`config.mk`:
```
export PLATFORM = sky130hd
export DESIGN_NAME = stego_pixel_extract
export DESIGN_NICKNAME = d
export VERILOG_FILES = /design/src/rtl/stp_pkg.sv /design/src/rtl/stp_extract_core.sv /design/src/rtl/stp_out_fifo.sv /design/src/rtl/stego_pixel_extract.sv
export SDC_FILE = /design/constraint.sdc
export NUM_CORES = 1
export LEC_CHECK = 0
export BUFFER_PORTS_ARGS = -buffer_cell sky130_fd_sc_hd__buf_4
export CAP_MARGIN = 20
export CORE_MARGIN = 5
export CORE_UTILIZATION = 25
export CTS_BUF_LIST = sky130_fd_sc_hd__clkbuf_4 sky130_fd_sc_hd__clkbuf_8
export DETAILED_ROUTE_END_ITERATION = 16
export SYNTH_ARGS = -nofsm -noshare
export SYNTH_HDL_FRONTEND = slang
export SYNTH_SLANG_ARGS = --single-unit
```
`constraint.sdc`:
```
create_clock -name clk -period 5.3 [get_ports clk]
set_input_delay 0.53 -clock clk [delete_from_list [all_inputs] [get_ports clk]]
set_output_delay 0.53 -clock clk [all_outputs]
set_load 0.005 [all_outputs]
```
`src/rtl/stp_pkg.sv`:
```
// shared types and constants for the stego pixel extractor
package stp_pkg;

  localparam int PIX_W     = 8;
  localparam int CNT_W     = 20;
  localparam int CFG_W     = 11;
  localparam int BPP_W     = 4;
  localparam int CFG_IDX_W = 2;
  localparam int BYTE_BITS = 8;

  localparam logic [CFG_IDX_W-1:0] REG_IMAGE_ROWS     = 2'd0;
  localparam logic [CFG_IDX_W-1:0] REG_IMAGE_COLS     = 2'd1;
  localparam logic [CFG_IDX_W-1:0] REG_GRID_STEP      = 2'd2;
  localparam logic [CFG_IDX_W-1:0] REG_BITS_PER_PIXEL = 2'd3;

  typedef struct packed {
    logic [PIX_W-1:0] cover_pixel;
    logic [PIX_W-1:0] stego_pixel;
  } in_item_t;

  typedef struct packed {
    logic [PIX_W-1:0] text_byte;
    logic [CNT_W-1:0] byte_count;
    logic             end_flag;
  } out_item_t;

  typedef struct packed {
    logic [CFG_W-1:0] image_rows;
    logic [CFG_W-1:0] image_cols;
    logic [CFG_W-1:0] grid_step;
    logic [BPP_W-1:0] bits_per_pixel;
  } cfg_t;

  typedef struct packed {
    logic      push0;
    logic      push1;
    out_item_t data0;
    out_item_t data1;
  } push_t;

endpackage

```
`src/rtl/stp_extract_core.sv`:
```
// raster tracking, hiding pixel selection and byte assembly
module stp_extract_core #(
  parameter int MAX_DIM = 1024
) (
  input  logic             clk,
  input  logic             rst_n,
  input  logic             fire,
  input  stp_pkg::in_item_t pix,
  input  stp_pkg::cfg_t    cfg,
  output stp_pkg::push_t   push
);
  import stp_pkg::*;

  localparam int DIM_W = $clog2(MAX_DIM);
  localparam int CW    = ((DIM_W > CFG_W) ? DIM_W : CFG_W) + 1;
  localparam logic [CW-1:0] MAX_DIM_C = CW'(MAX_DIM);

  logic [DIM_W-1:0] row_r, row_nxt, col_r, col_nxt;
  logic [DIM_W-1:0] rph_r, rph_nxt, cph_r, cph_nxt;
  logic             first_r, first_nxt, halted_r, halted_nxt;
  logic [BPP_W-1:0] off_r, off_nxt;
  logic [PIX_W-1:0] acc_r, acc_nxt;
  logic [CNT_W-1:0] cnt_r, cnt_nxt;

  logic [CW-1:0]    rows_c, cols_c, step_c, rph_inc, cph_inc;
  logic             sel, byte_ok, end_ok;
  logic [PIX_W-1:0] mask, diff, v, acc_new;
  logic [BPP_W:0]   off_sum;

  always_comb begin
    if (cfg.image_rows == '0) begin
      rows_c = CW'(1);
    end else if (CW'(cfg.image_rows) > MAX_DIM_C) begin
      rows_c = MAX_DIM_C;
    end else begin
      rows_c = CW'(cfg.image_rows);
    end
    if (cfg.image_cols == '0) begin
      cols_c = CW'(1);
    end else if (CW'(cfg.image_cols) > MAX_DIM_C) begin
      cols_c = MAX_DIM_C;
    end else begin
      cols_c = CW'(cfg.image_cols);
    end
    step_c  = CW'(cfg.grid_step);
    rph_inc = CW'(rph_r) + CW'(1);
    cph_inc = CW'(cph_r) + CW'(1);

    if (cfg.bits_per_pixel >= BPP_W'(BYTE_BITS)) begin
      mask = '1;
    end else begin
      mask = (PIX_W'(1) << cfg.bits_per_pixel) - PIX_W'(1);
    end
    diff    = pix.stego_pixel - pix.cover_pixel;
    v       = diff & mask;
    acc_new = acc_r | PIX_W'(v << off_r);
    off_sum = {1'b0, off_r} + {1'b0, cfg.bits_per_pixel};

    sel = (cfg.grid_step != '0) && (cfg.bits_per_pixel != '0) &&
          (CW'(rph_r) == step_c - CW'(1)) && (CW'(cph_r) == step_c - CW'(1));

    row_nxt    = row_r;
    col_nxt    = col_r;
    rph_nxt    = rph_r;
    cph_nxt    = cph_r;
    first_nxt  = first_r;
    halted_nxt = halted_r;
    off_nxt    = off_r;
    acc_nxt    = acc_r;
    cnt_nxt    = cnt_r;
    byte_ok    = 1'b0;
    end_ok     = 1'b0;

    if (sel && !halted_r) begin
      if (!first_r) begin
        first_nxt = 1'b1;
      end else if (off_sum > (BPP_W+1)'(BYTE_BITS)) begin
        halted_nxt = 1'b1;
      end else if (off_sum == (BPP_W+1)'(BYTE_BITS)) begin
        if (acc_new != '0) begin
          byte_ok = 1'b1;
          cnt_nxt = cnt_r + CNT_W'(1);
          acc_nxt = '0;
          off_nxt = '0;
        end else begin
          acc_nxt    = acc_new;
          off_nxt    = off_sum[BPP_W-1:0];
          halted_nxt = 1'b1;
        end
      end else begin
        acc_nxt = acc_new;
        off_nxt = off_sum[BPP_W-1:0];
      end
    end

    // end of row / end of image
    if (CW'(col_r) + CW'(1) >= cols_c) begin
      if (CW'(row_r) + CW'(1) >= rows_c) begin
        end_ok = 1'b1;
      end else begin
        col_nxt = '0;
        cph_nxt = '0;
        row_nxt = row_r + DIM_W'(1);
        if (step_c == '0 || rph_inc >= step_c) begin
          rph_nxt = '0;
        end else begin
          rph_nxt = rph_inc[DIM_W-1:0];
        end
      end
    end else begin
      col_nxt = col_r + DIM_W'(1);
      if (step_c == '0 || cph_inc >= step_c) begin
        cph_nxt = '0;
      end else begin
        cph_nxt = cph_inc[DIM_W-1:0];
      end
    end

    push.data1.text_byte  = '0;
    push.data1.byte_count = cnt_nxt;
    push.data1.end_flag   = 1'b1;
    if (byte_ok) begin
      push.data0.text_byte  = acc_new;
      push.data0.byte_count = cnt_r;
      push.data0.end_flag   = 1'b0;
    end else begin
      push.data0 = push.data1;
    end
    push.push0 = fire && (byte_ok || end_ok);
    push.push1 = fire && byte_ok && end_ok;
  end

  always_ff @(posedge clk) begin
    if (!rst_n) begin
      row_r    <= '0;
      col_r    <= '0;
      rph_r    <= '0;
      cph_r    <= '0;
      first_r  <= 1'b0;
      halted_r <= 1'b0;
      off_r    <= '0;
      acc_r    <= '0;
      cnt_r    <= '0;
    end else if (fire) begin
      if (end_ok) begin
        row_r    <= '0;
        col_r    <= '0;
        rph_r    <= '0;
        cph_r    <= '0;
        first_r  <= 1'b0;
        halted_r <= 1'b0;
        off_r    <= '0;
        acc_r    <= '0;
        cnt_r    <= '0;
      end else begin
        row_r    <= row_nxt;
        col_r    <= col_nxt;
        rph_r    <= rph_nxt;
        cph_r    <= cph_nxt;
        first_r  <= first_nxt;
        halted_r <= halted_nxt;
        off_r    <= off_nxt;
        acc_r    <= acc_nxt;
        cnt_r    <= cnt_nxt;
      end
    end
  end

endmodule

```
`src/rtl/stp_out_fifo.sv`:
```
// four entry result queue taking up to two results per cycle
module stp_out_fifo (
  input  logic               clk,
  input  logic               rst_n,
  input  stp_pkg::push_t     push,
  output logic               room,
  output logic               out_valid,
  input  logic               out_ready,
  output stp_pkg::out_item_t out_data
);
  import stp_pkg::*;

  localparam int DEPTH = 4;
  localparam int PTR_W = $clog2(DEPTH);

  out_item_t        mem_r [DEPTH];
  logic [PTR_W-1:0] wr_r, wr_nxt, rd_r, rd_nxt;
  logic [PTR_W:0]   count_r, count_nxt;
  logic             pop;

  assign out_valid = (count_r != '0);
  assign out_data  = mem_r[rd_r];
  assign pop       = out_valid && out_ready;
  assign room      = (count_r <= (PTR_W+1)'(DEPTH - 2));

  always_comb begin
    wr_nxt    = wr_r + PTR_W'(push.push0) + PTR_W'(push.push1);
    rd_nxt    = rd_r + PTR_W'(pop);
    count_nxt = count_r + (PTR_W+1)'(push.push0) + (PTR_W+1)'(push.push1)
              - (PTR_W+1)'(pop);
  end

  always_ff @(posedge clk) begin
    if (push.push0) begin
      mem_r[wr_r] <= push.data0;
    end
    if (push.push1) begin
      mem_r[wr_r + PTR_W'(1)] <= push.data1;
    end
  end

  always_ff @(posedge clk) begin
    if (!rst_n) begin
      wr_r    <= '0;
      rd_r    <= '0;
      count_r <= '0;
    end else begin
      wr_r    <= wr_nxt;
      rd_r    <= rd_nxt;
      count_r <= count_nxt;
    end
  end

endmodule

```
`src/rtl/stego_pixel_extract.sv`:
```
// top level: input register, config registers, extraction core, result queue
// an input transfer passes through the input register and then the result queue on its way to out_valid
// throughput: one pixel pair per cycle while the result queue has room, set by the single compute stage
// a pixel that ends the image and completes a byte gives two results in one cycle,
// absorbed by the four entry result queue
// reset (synchronous, rst_n low) clears counters and queue, sets all config registers to 1
module stego_pixel_extract #(
  parameter int MAX_DIM = 1024
) (
  input  logic                         clk,
  input  logic                         rst_n,
  input  logic                         in_valid,
  output logic                         in_ready,
  input  stp_pkg::in_item_t            in_data,
  output logic                         out_valid,
  input  logic                         out_ready,
  output stp_pkg::out_item_t           out_data,
  input  logic                         cfg_we,
  input  logic [stp_pkg::CFG_IDX_W-1:0] cfg_addr,
  input  logic [stp_pkg::CFG_W-1:0]    cfg_wdata
);
  import stp_pkg::*;

  cfg_t     cfg_r;
  logic     s1_valid_r;
  in_item_t s1_data_r;
  logic     room, adv;
  push_t    push;

  assign adv      = s1_valid_r && room;
  assign in_ready = !s1_valid_r || room;

  always_ff @(posedge clk) begin
    if (!rst_n) begin
      cfg_r.image_rows     <= CFG_W'(1);
      cfg_r.image_cols     <= CFG_W'(1);
      cfg_r.grid_step      <= CFG_W'(1);
      cfg_r.bits_per_pixel <= BPP_W'(1);
    end else if (cfg_we) begin
      case (cfg_addr)
        REG_IMAGE_ROWS:     cfg_r.image_rows     <= cfg_wdata;
        REG_IMAGE_COLS:     cfg_r.image_cols     <= cfg_wdata;
        REG_GRID_STEP:      cfg_r.grid_step      <= cfg_wdata;
        REG_BITS_PER_PIXEL: cfg_r.bits_per_pixel <= cfg_wdata[BPP_W-1:0];
        default: begin
        end
      endcase
    end
  end

  always_ff @(posedge clk) begin
    if (!rst_n) begin
      s1_valid_r <= 1'b0;
    end else if (in_ready) begin
      s1_valid_r <= in_valid;
    end
  end

  always_ff @(posedge clk) begin
    if (in_valid && in_ready) begin
      s1_data_r <= in_data;
    end
  end

  stp_extract_core #(
    .MAX_DIM(MAX_DIM)
  ) u_core (
    .clk  (clk),
    .rst_n(rst_n),
    .fire (adv),
    .pix  (s1_data_r),
    .cfg  (cfg_r),
    .push (push)
  );

  stp_out_fifo u_fifo (
    .clk      (clk),
    .rst_n    (rst_n),
    .push     (push),
    .room     (room),
    .out_valid(out_valid),
    .out_ready(out_ready),
    .out_data (out_data)
  );

  // a stalled pixel stays in the input register
  a_hold_stalled: assert property (@(posedge clk) disable iff (!rst_n)
    s1_valid_r && !room |=> s1_valid_r && $stable(s1_data_r))
    else $error("stalled input register lost its pixel");

  // second result of a pixel is always the count, behind a byte
  a_two_results: assert property (@(posedge clk) disable iff (!rst_n)
    push.push1 |-> push.push0 && push.data1.end_flag && !push.data0.end_flag)
    else $error("bad ordering of two results from one pixel");

  // count results carry no text
  a_end_clean: assert property (@(posedge clk) disable iff (!rst_n)
    out_valid && out_data.end_flag |-> out_data.text_byte == '0)
    else $error("count result with nonzero text byte");

endmodule
```
# ---- After elaboration in Yosys (flattened, before gate mapping)
# Memories as Yosys holds them, arrays and structs flattened. A register that Yosys moved wholly into a read port is not among the register bits.
# Cells that the tools add are included.
dict set report totals {
  out_inout_bits 31
  register_bits 135
  ramBits 116
  mem_count 1
}
dict set report classes {
  eq_ne 10
  n_addsub 18
  n_mux 57
  n_bitwise 2
  reduce_logical 37
  n_shift 2
  order_cmp 9
}
# memory depth width read_ports rd_clocked_by_memory_dff wr line
set mem_list {}
lappend mem_list {u_fifo.mem_r 4 29 1 1 2 stp_out_fifo.sv:16} ;# out_item_t mem_r [DEPTH];
# operator n
set ops {}
lappend ops {{2-to-1 mux 10 bit} 13}
lappend ops {{2-to-1 mux 20 bit} 6}
lappend ops {{2-to-1 mux 8 bit} 7}
lappend ops {{adder 10 x 1 -> 11 bit, second input constant} 4}
lappend ops {{logical NOT 11 bit} 3}
lappend ops {{2-to-1 mux 29 bit} 1}
lappend ops {{equality test 10 x 12 -> 1 bit} 2}
lappend ops {{>= comparator 12 x 11 -> 1 bit} 2}
lappend ops {{>= comparator 12 bit} 2}
lappend ops {{2-to-1 mux 12 bit} 2}
lappend ops {{2-to-1 mux 4 bit} 6}
lappend ops {{greater-than comparator 11 bit, second input constant} 2}
lappend ops {{2-to-1 mux 11 bit} 2}
lappend ops {{adder 10 x 1 -> 10 bit, second input constant} 2}
lappend ops {{adder 20 x 1 -> 20 bit, second input constant} 1}
lappend ops {{2-to-1 mux 1 bit} 19}
lappend ops {{AND reduction 2 bit} 6}
lappend ops {{subtractor 11 x 1 -> 12 bit, second input constant} 1}
lappend ops {{nonzero test 11 bit} 1}
lappend ops {{logical AND 1 bit} 10}
lappend ops {{bitwise AND 8 bit} 1}
lappend ops {{bitwise OR 8 bit} 1}
lappend ops {{nonzero test 8 bit} 1}
lappend ops {{left shift 1 x 4 -> 8 bit, first input constant} 1}
lappend ops {{other kinds (27)} 39}

# ---- Longest topological paths before layout
# Gate-level depths: netlist of the first run.
dict set report depth {
  word_depth 17
  depth_mapped 20
}

# ---- Hierarchy
# A second synthesis of the first run with hierarchy kept.
dict set report unflattened {
  cells_unflattened 1409
  hier_area_um2 14765.4
}
# mod area_each_um2 cells_per_inst instances seq_area_each_um2
set by_module_without_submodules {}
lappend by_module_without_submodules {stp_extract_core 6879.1 931 1 1481.4}
lappend by_module_without_submodules {stp_out_fifo 5977.0 322 1 3623.5}
lappend by_module_without_submodules {stego_pixel_extract 1909.3 156 1 1241.2}

# ---- Worst setup path before layout of the first run
# OpenSTA, ideal clock, no wires.
dict set report synth_timing {
  path_type {register -> register}
  from {register cfg_r[1] (netlist name)}
  to {register u_fifo.count_r[2]}
  t_arrival_ps 4267
  setup_time_ps 128
  slack_ps 905
  t_required_ps 5172
  path_buffers 2
  path_stages_with_launch 19
  path_cell_list {dfxtp_1 buf_2 or4_4 ha_1 nor2b_1 nor3_1 a21o_1 nor3b_1 a2111oi_2 o2111a_1 buf_4 a311oi_4 nor2_1 ha_1 inv_1 fa_1 fa_1 xor2_1 nor2_1}
}
dict set report synth_between {
  elab_chain_cells 17
  word_cells_on_any_way 28
  classes_between {add/sub (5); order compare (2); eq/ne (1); shift (2); mux (6); bitwise (2); reduce/logical (10)}
}
# element line
set synth_rtl {}
lappend synth_rtl {{start, declared} stego_pixel_extract.sv:24} ;# cfg_t cfg_r;
lappend synth_rtl {{left shift 1 x 4 -> 8 bit} stp_extract_core.sv:52} ;# mask = (PIX_W'(1) << cfg.bits_per_pixel) - PIX_W'(1);
lappend synth_rtl {{subtractor 8 x 2 -> 8 bit} stp_extract_core.sv:52}
lappend synth_rtl {{2-to-1 mux 8 bit} stp_extract_core.sv:49} ;# if (cfg.bits_per_pixel >= BPP_W'(BYTE_BITS)) begin
lappend synth_rtl {{bitwise AND 8 bit} stp_extract_core.sv:55} ;# v = diff & mask;
lappend synth_rtl {{left shift 8 x 4 -> 8 bit} stp_extract_core.sv:56} ;# acc_new = acc_r | PIX_W'(v << off_r);
lappend synth_rtl {{bitwise OR 8 bit} stp_extract_core.sv:56}
lappend synth_rtl {{nonzero test 8 bit} stp_extract_core.sv:80} ;# if (acc_new != '0) begin
lappend synth_rtl {{2-to-1 mux 1 bit} stp_extract_core.sv:80}
lappend synth_rtl {{2-to-1 mux 1 bit} stp_extract_core.sv:79} ;# end else if (off_sum == (BPP_W+1)'(BYTE_BITS)) begin
lappend synth_rtl {{2-to-1 mux 1 bit} stp_extract_core.sv:77} ;# end else if (off_sum > (BPP_W+1)'(BYTE_BITS)) begin
lappend synth_rtl {{2-to-1 mux 1 bit} stp_extract_core.sv:75} ;# if (!first_r) begin
lappend synth_rtl {{2-to-1 mux 1 bit *} stp_extract_core.sv:74} ;# if (sel && !halted_r) begin
lappend synth_rtl {{logical OR 1 bit} stp_extract_core.sv:129} ;# push.push0 = fire && (byte_ok || end_ok);
lappend synth_rtl {{logical AND 1 bit} stp_extract_core.sv:129}
lappend synth_rtl {{adder 3 x 1 -> 3 bit} stp_out_fifo.sv:29} ;# count_nxt = count_r + (PTR_W+1)'(push.push0) + (PTR_W+1)'(push.push1)
lappend synth_rtl {{adder 3 x 1 -> 3 bit *} stp_out_fifo.sv:29}
lappend synth_rtl {{subtractor 3 x 1 -> 3 bit *} stp_out_fifo.sv:30} ;# - (PTR_W+1)'(pop);
lappend synth_rtl {{end signal, assigned} stp_out_fifo.sv:50} ;# count_r <= count_nxt;
lappend synth_rtl {{end, declared} stp_out_fifo.sv:18} ;# logic [PTR_W:0] count_r, count_nxt;
# Mark *: on every way between the ends. The rest lies on a longest branch, timed or not.
# A chain may end at the register's enable or synchronous reset.

# ---- Final worst setup path of the first run
# Same ends and word-level chain as after synthesis.

==> results of run 1 <==
==> state kept, by name (all words and copies together), names as in the netlist, 3 cells and up <==
name            flops
u_fifo.mem_r      116
cfg_r              37
u_core.cnt_r       20
s1_data_r          16
u_core.col_r       10
u_core.cph_r       10
u_core.row_r       10
u_core.rph_r       10
u_core.acc_r        8
u_core.off_r        4
u_fifo.count_r      3
==> stage by stage <==
| stage | hold slack, ns | area [µm²] | setup slack, ns | power [µW] |
|---|---|---|---|---|
| finish | 0.133 | 17500 | 0.554 | 5190 |
| global route | 0.0969 | 17500 | 0.245 | 5460 |
| CTS | 0.0902 | 17500 | 0.584 | 5260 |
| detailed placement | 0.446 | 16600 | 0.605 | 3340 |
| global placement | 0.437 | 16600 | 0.682 | 3320 |
| floorplan | 0.428 | 15200 | 0.905 | 2870 |
==> cells by family after synthesis <==
group                    Yosys count  share of synthesized area, %
AO/OA/AOI/OAI                    417                          17.7
XOR/XNOR                          49                          2.91
adder cells (fa/ha/maj)           70                          6.00
buffers and inverters            156                          4.37
flip-flops                       251                          39.3
multiplexers                      64                          6.61
AND/OR/NAND/NOR                  699                          23.1
==> cells in the mapped netlist, types with 33 or more instances <==
master and count:
nor4_1 33, dfxtp_1 155, ha_1 65, nor2_1 132, nand3_1 91, nor3_1 42, inv_1 44, a21oi_1 106
clkbuf_1 74, and3_1 37, edfxtp_1 96, mux2i_1 33, o21ai_0 114, nand2_1 203, a21o_1 39
==> area by class of cell <==
cell class / instances / area [µm²] / share of cell area (%)
inverters: 46 / 173 / 0.986
clock inverters: 21 / 176 / 1.01
clock buffers: 58 / 754 / 4.31
well taps: 782 / 978 / 5.59
flip-flops and latches: 251 / 5990 / 34.2
repair buffers: 114 / 868 / 4.96
multi-input cells: 1299 / 8580 / 49.0
==> worst max path at each step <==
| stage | from | end | slack, ns | cells past startpoint |
|---|---|---|---|---|
| 2_1_floorplan | cfg_r[1]$_SDFFE_PN0P_ | u_fifo.count_r[2]$_SDFF_PN0_ | 0.91 | 18 |
| 3_3_place_gp | cfg_r[1]$_SDFFE_PN0P_ | u_fifo.count_r[2]$_SDFF_PN0_ | 0.68 | 16 |
| 3_5_place_dp | cfg_r[1]$_SDFFE_PN0P_ | u_fifo.count_r[2]$_SDFF_PN0_ | 0.60 | 16 |
| 4_1_cts | cfg_r[1]$_SDFFE_PN0P_ | u_fifo.count_r[2]$_SDFF_PN0_ | 0.58 | 16 |
| 5_1_grt | u_core.row_r[0]$_SDFFE_PN0P_ | u_fifo.mem_r[3][14]$_DFFE_PP_ | 0.24 | 15 |
| 6_report | cfg_r[1]$_SDFFE_PN0P_ | u_fifo.count_r[2]$_SDFF_PN0_ | 0.55 | 16 |
==> per-layer routing <==
metal / vias up / track usage, % / share of wire [%]
met2: 569 / 21.5 / 45
li1: 6381 / - / -
met4: 0 / 4.09 / 3.1
met1: 6530 / 19.3 / 44
met5: - / 0 / 0
met3: 105 / 3.03 / 8.7
==> power by group through the flow <==
stage	Sequential, µW	Combinational, µW	Clock [µW]
final	2110	1170	1910
after global placement	2150	1170	0
after detailed placement	2150	1180	0
after global routing	2120	1280	2060
after CTS	2110	1190	1960
after floorplan	2140	732	0
==> worst max-delay path: stages, from the launching register on <==
cell and delay (ns):
dfxtp_1 0.42, or4_4 0.55, ha_1 0.30, nor2b_1 0.16, nor3_1 0.23, a21o_1 0.21, nor3b_1 0.26, a2111oi_2 0.11
o2111a_1 0.38, a311oi_4 0.54, nor2_1 0.15, ha_1 0.31, inv_1 0.04, fa_1 0.37, fa_1 0.40, xor2_1 0.16
nor2_1 0.05
==> results.ini, run 1 <==
[outcome]
status = finished, final reports clean

[setup_path]
cp.required_ns = 5.75
worstSetupStartpointType = flip-flop
crit_fanout = 11
rr_worst_depth = 16
critPathArrivalTime_ns = 5.20
r2r-start = cfg_r[1]$_SDFFE_PN0P_
cp-end-kind = flip-flop
regToRegEndpoint = u_fifo.count_r[2]$_SDFF_PN0_
timing.reg2reg.setup_slack_ns = 0.55
path_class = reg -> reg

[synthesis]
yosysWarnings = 0
yosysTopAreaCellShare_pct = 20.4
syn_area_mm2 = 0.0152
synthDistinctLibCells = 89
seq_area_frac_synth_pct = 39.3
synth_top_flop_cell = dfxtp_1
synth_edf_count = 96
netlist_instances = 1706
synth_top_area_cell = dfxtp_1
avgSynthCellArea_um2 = 8.92
synth.net_count = 1810
synth.area.top_cells = dfxtp_1 (20%), edfxtp_1 (19%), ha_1 (5.3%)
ys_seq_elements = 251
ys_async_sr_fraction_pct = 0

[timing]
rsz0062_at_grt = no
max_freq_mhz = 211
worst_pin_slew_ns = 1.09
hold_viol = 0
fin_crit_ns = 4.75
period_share_pct = 89.5
fin_skew_ns = 0.0363
drv_slew = 0
finalSetupTns_ns = 0
finalSetupViolCount = 0
slew-limit-headroom_pct = 27.1

[power_and_ir_drop]
vdd_ir_drop_max_v = 0.000166
power_frac_seq_pct = 40.7
power_density_mw_per_mm2 = 296
p_clk_share_pct = 36.7
p_switching_uw = 1570
internal_power_uw = 3610
combinationalPowerShare_pct = 22.5
p_leak_uw = 0.00652
swShare_pct = 30.3

[drt]
drt_wl_total_um = 47900
drc = 0
drtIter0Drc = 1396
dr.pass1.iters = 6
routedWlPerCell_um = 18.6
num_vias = 13585
vias_per_cell = 5.28
ant_nets = 0

[die]
rows = 90
fp.dieW_um = 257
dieArea_mm2 = 0.0659
die_h_um = 257
io_pins = 65
start_util_pct = 25.2
core_mm2 = 0.0604

[min_path]
whs_path_depth = 1
whs_endpoint = s1_data_r[11]$_DFFE_PP_
worstHoldStart = in_data[11]
hp-class = in -> reg

[grt]
grt_pass1_wl_um = 74100
overflow = 0
antenna_found_initial = 0
track_usage_pct = 13.8
grt_max_degree = 49
first_global_vias = 12882

[placement]
place_inst = 2492
hpwl_um = 34100
portBuffers = 64
gp_congestion = 0.926

[final_layout]
mostFrequentLayoutCells = nand2_1 (203), dfxtp_1 (154), nor2_1 (132)
fillers = 6388
post_layout_nonfiller_instances = 2571
area_growth_pct = 15.1
final_layout_size_suffix_gt1_share_pct = 15.3
final_common_cell = nand2_1
finalNetCount = 1861
n_antenna_cell = 0
fin_util_pct = 29.0

[cts]
cts_max_level = 2
cts-root-buf = clkbuf_8
clkSlewWorstSetupHoldPaths_ns = 0.06
tritoncts = done
clockBufferDepth = 3
cts_resized = 0
numCtsBuffers = 45
clk_latency_ns = 0.60
post_cts_buffers = 0
hold_buffers = 0
cts_sinks = 251

[job]
drv_cap = 0

(Power assumes the default switching activity.)
==> inputs of run 2 (changes only) <==
- HOLD_SLACK_MARGIN: default -> 0.02
- PLACE_DENSITY_LB_ADDON: default -> 0.1
==> run 2 against run 1 <==
Effect of this change:
- hold slack got worse by 0.045 ns
- final cell count increased by 0.47%
- non-clock buffer count decreased by 1
- combinational power about the same
- register-to-register slack about the same
- critical endpoint unchanged
- sequential cell count unchanged
- fmax increased by 0.14%
- critical path type unchanged
==> results.ini, run 2 (synthesis results as in run 1) <==
[outcome]
status = finished, final reports clean

[drt]
routedWlPerCell_um = 21.5  ; +16%
dr.pass1.iters = 5  ; -1
ant_nets = 0  ; unchanged
drt_wl_total_um = 55600  ; +16%
drc = 0  ; unchanged
num_vias = 13441  ; -1.1%
vias_per_cell = 5.20  ; -1.5%
drtIter0Drc = 1017  ; -27%

[grt]
overflow = 0  ; unchanged
antenna_found_initial = 1  ; +1
first_global_vias = 13324  ; +3.4%
grt_pass1_wl_um = 84800  ; +14%
track_usage_pct = 16.5  ; +2.7 points
grt_max_degree = 53  ; +8.2%

[cts]
numCtsBuffers = 50  ; +11%
post_cts_buffers = 0  ; unchanged
cts_resized = 0  ; unchanged
cts-root-buf = clkbuf_8
clk_latency_ns = 0.64  ; +0.04 ns
clockBufferDepth = 3  ; unchanged
clkSlewWorstSetupHoldPaths_ns = 0.06  ; about the same
cts_max_level = 2  ; unchanged
cts_sinks = 251  ; unchanged
hold_buffers = 0  ; unchanged
tritoncts = done

[placement]
portBuffers = 64  ; unchanged
hpwl_um = 39200  ; +15%
place_inst = 2490  ; -0.080%
gp_congestion = 0.822  ; -11%

[setup_path]
path_buf_inv = 1  ; unchanged
timing.reg2reg.setup_slack_ns = 0.56  ; about the same
path_class = reg -> reg
cp_top_family = simple AND/OR/NAND/NOR gates
critPathLaunch = cfg_r[0]$_SDFFE_PN1P_
r2r-start = cfg_r[0]$_SDFFE_PN1P_
critPathArrivalTime_ns = 5.22  ; +0.02 ns
cp_slowest_cell = or4_4
crit_chain = or4_4 -> ha_1 -> nor2b_1 -> nor3_1 -> a21o_1 -> nor3b_1 -> a2111oi_2 -> o2111a_1 -> a311oi_4 -> nor2_1 -> ha_1 -> inv_1 -> fa_1 -> fa_1 -> xor2_1 -> nor2_1
worstSetupStartpointType = flip-flop
regToRegEndpoint = u_fifo.count_r[2]$_SDFF_PN0_
rr_worst_depth = 16  ; unchanged
cp-end-kind = flip-flop
slowest_delay_ns = 0.56  ; about the same
crit_fanout = 9  ; -2
cp.required_ns = 5.78  ; +0.03 ns

[timing]
hold_viol = 0  ; unchanged
fin_skew_ns = 0.0297  ; -0.00654 ns
fin_crit_ns = 4.74  ; -0.00667 ns
max_freq_mhz = 211  ; +0.14%
finalSetupTns_ns = 0  ; unchanged
period_share_pct = 89.4  ; -0.13 points
finalSetupViolCount = 0  ; unchanged
slew-limit-headroom_pct = 27.2  ; +0.16 points
worst_pin_slew_ns = 1.09  ; -0.00246 ns
drv_slew = 0  ; unchanged
rsz0062_at_grt = no

[power_and_ir_drop]
vdd_ir_drop_max_v = 0.000180  ; +8.2%
power_density_mw_per_mm2 = 312  ; +5.2%
power_uw = 5520  ; +6.4%
p_leak_uw = 0.00663  ; +1.6%

[final_layout]
finalNetCount = 1865  ; +0.21%
top_register = u_fifo.mem_r
multiInputGateArea_mm2 = 0.00859  ; +0.12%
final_common_cell = nand2_1
final_layout_size_suffix_gt1_share_pct = 16.4  ; +1.1 points
post_layout_nonfiller_instances = 2583  ; +0.47%
area_growth_pct = 16.4
largest_register_ffs = 116  ; unchanged
fillers = 6423  ; +0.55%
reg.largest.list = u_fifo.mem_r x116, cfg_r x37, u_core.cnt_r x20
seqCellArea_mm2 = 0.00599  ; about the same
mostFrequentLayoutCells = nand2_1 (203), dfxtp_1 (153), nor2_1 (132)

[die]
rows = 90  ; unchanged
fp.dieW_um = 257  ; unchanged
start_util_pct = 25.2  ; unchanged
die_h_um = 257  ; unchanged
dieArea_mm2 = 0.0659  ; unchanged
core_mm2 = 0.0604  ; unchanged
io_pins = 65  ; unchanged

[min_path]
worstHoldStart = in_data[13]
hp-class = in -> reg
whs_path_depth = 1  ; unchanged
whs_endpoint = s1_data_r[13]$_DFFE_PP_

[job]
drv_cap = 0  ; unchanged

-- run 2: cell types whose count changed in the layout (fill, tap and decap cells not counted), sizes merged --
| cell | change |
|---|---|
| diode | +1 |
| clkbuf | +22 |
| inv | +1 |
| buf | -1 |
| clkinv | -9 |
| clkinvlp | -2 |
-- run 2: how the worst max path moves through the flow --
stage | end | slack [ns] | cells after the start
floorplan | u_fifo.count_r[2]$_SDFF_PN0_ | 0.91 | 18
global placement | u_fifo.count_r[2]$_SDFF_PN0_ | 0.62 | 20
detailed placement | u_fifo.count_r[2]$_SDFF_PN0_ | 0.56 | 16
CTS | u_fifo.count_r[2]$_SDFF_PN0_ | 0.54 | 16
global route | u_fifo.count_r[2]$_SDFF_PN0_ | 0.26 | 16
finish | u_fifo.count_r[2]$_SDFF_PN0_ | 0.56 | 16
-- run 2: final cells by class --
cell class | instances | area share [%]
Multi-Input combinational cell | 1299 | 48.5
Sequential cell | 251 | 33.8
Tap cell | 782 | 5.52
Clock buffer | 80 | 5.47
Timing Repair Buffer | 113 | 4.95
Inverter | 46 | 0.975
Clock inverter | 11 | 0.756
Antenna cell | 1 | 0.0141
-- run 2: worst register-to-register path: cells and delay by family, from the launching register on --
kind            cells  cell delay, ns
simple gates        6            1.46
buf+inv             1            0.04
fa+ha+maj           4            1.37
compound gates      4            1.18
flops               1            0.39
xor+xnor            1            0.17
-- run 2: layer usage --
layer  track usage, %  share of wire, %  vias up
li1                 -                 -     6400
met5                0                 0        -
met3             2.40               4.8       94
met4             5.43               3.1        0
met1             22.6                46     6576
met2             26.8                46      371
-- run 2: report_power, final --
group | switching (µW) | leakage [µW] | internal [µW]
registers | 68.4 | 0.00217 | 2070
clock network | 911 | 0.000595 | 1300
logic | 706 | 0.00386 | 463
total | 1690 | 0.00663 | 3840
-- run 2: through the flow --
stage	hold slack, ns	setup WS [ns]	util (%)	area, µm²
after floorplan	0.428	0.905	-	15200
after global placement	0.438	0.615	27.5	16600
after detailed placement	0.448	0.563	27.5	16600
after CTS	0.0281	0.543	29.3	17700
after global routing	0.0417	0.257	29.3	17700
final	0.0884	0.561	29.3	17700
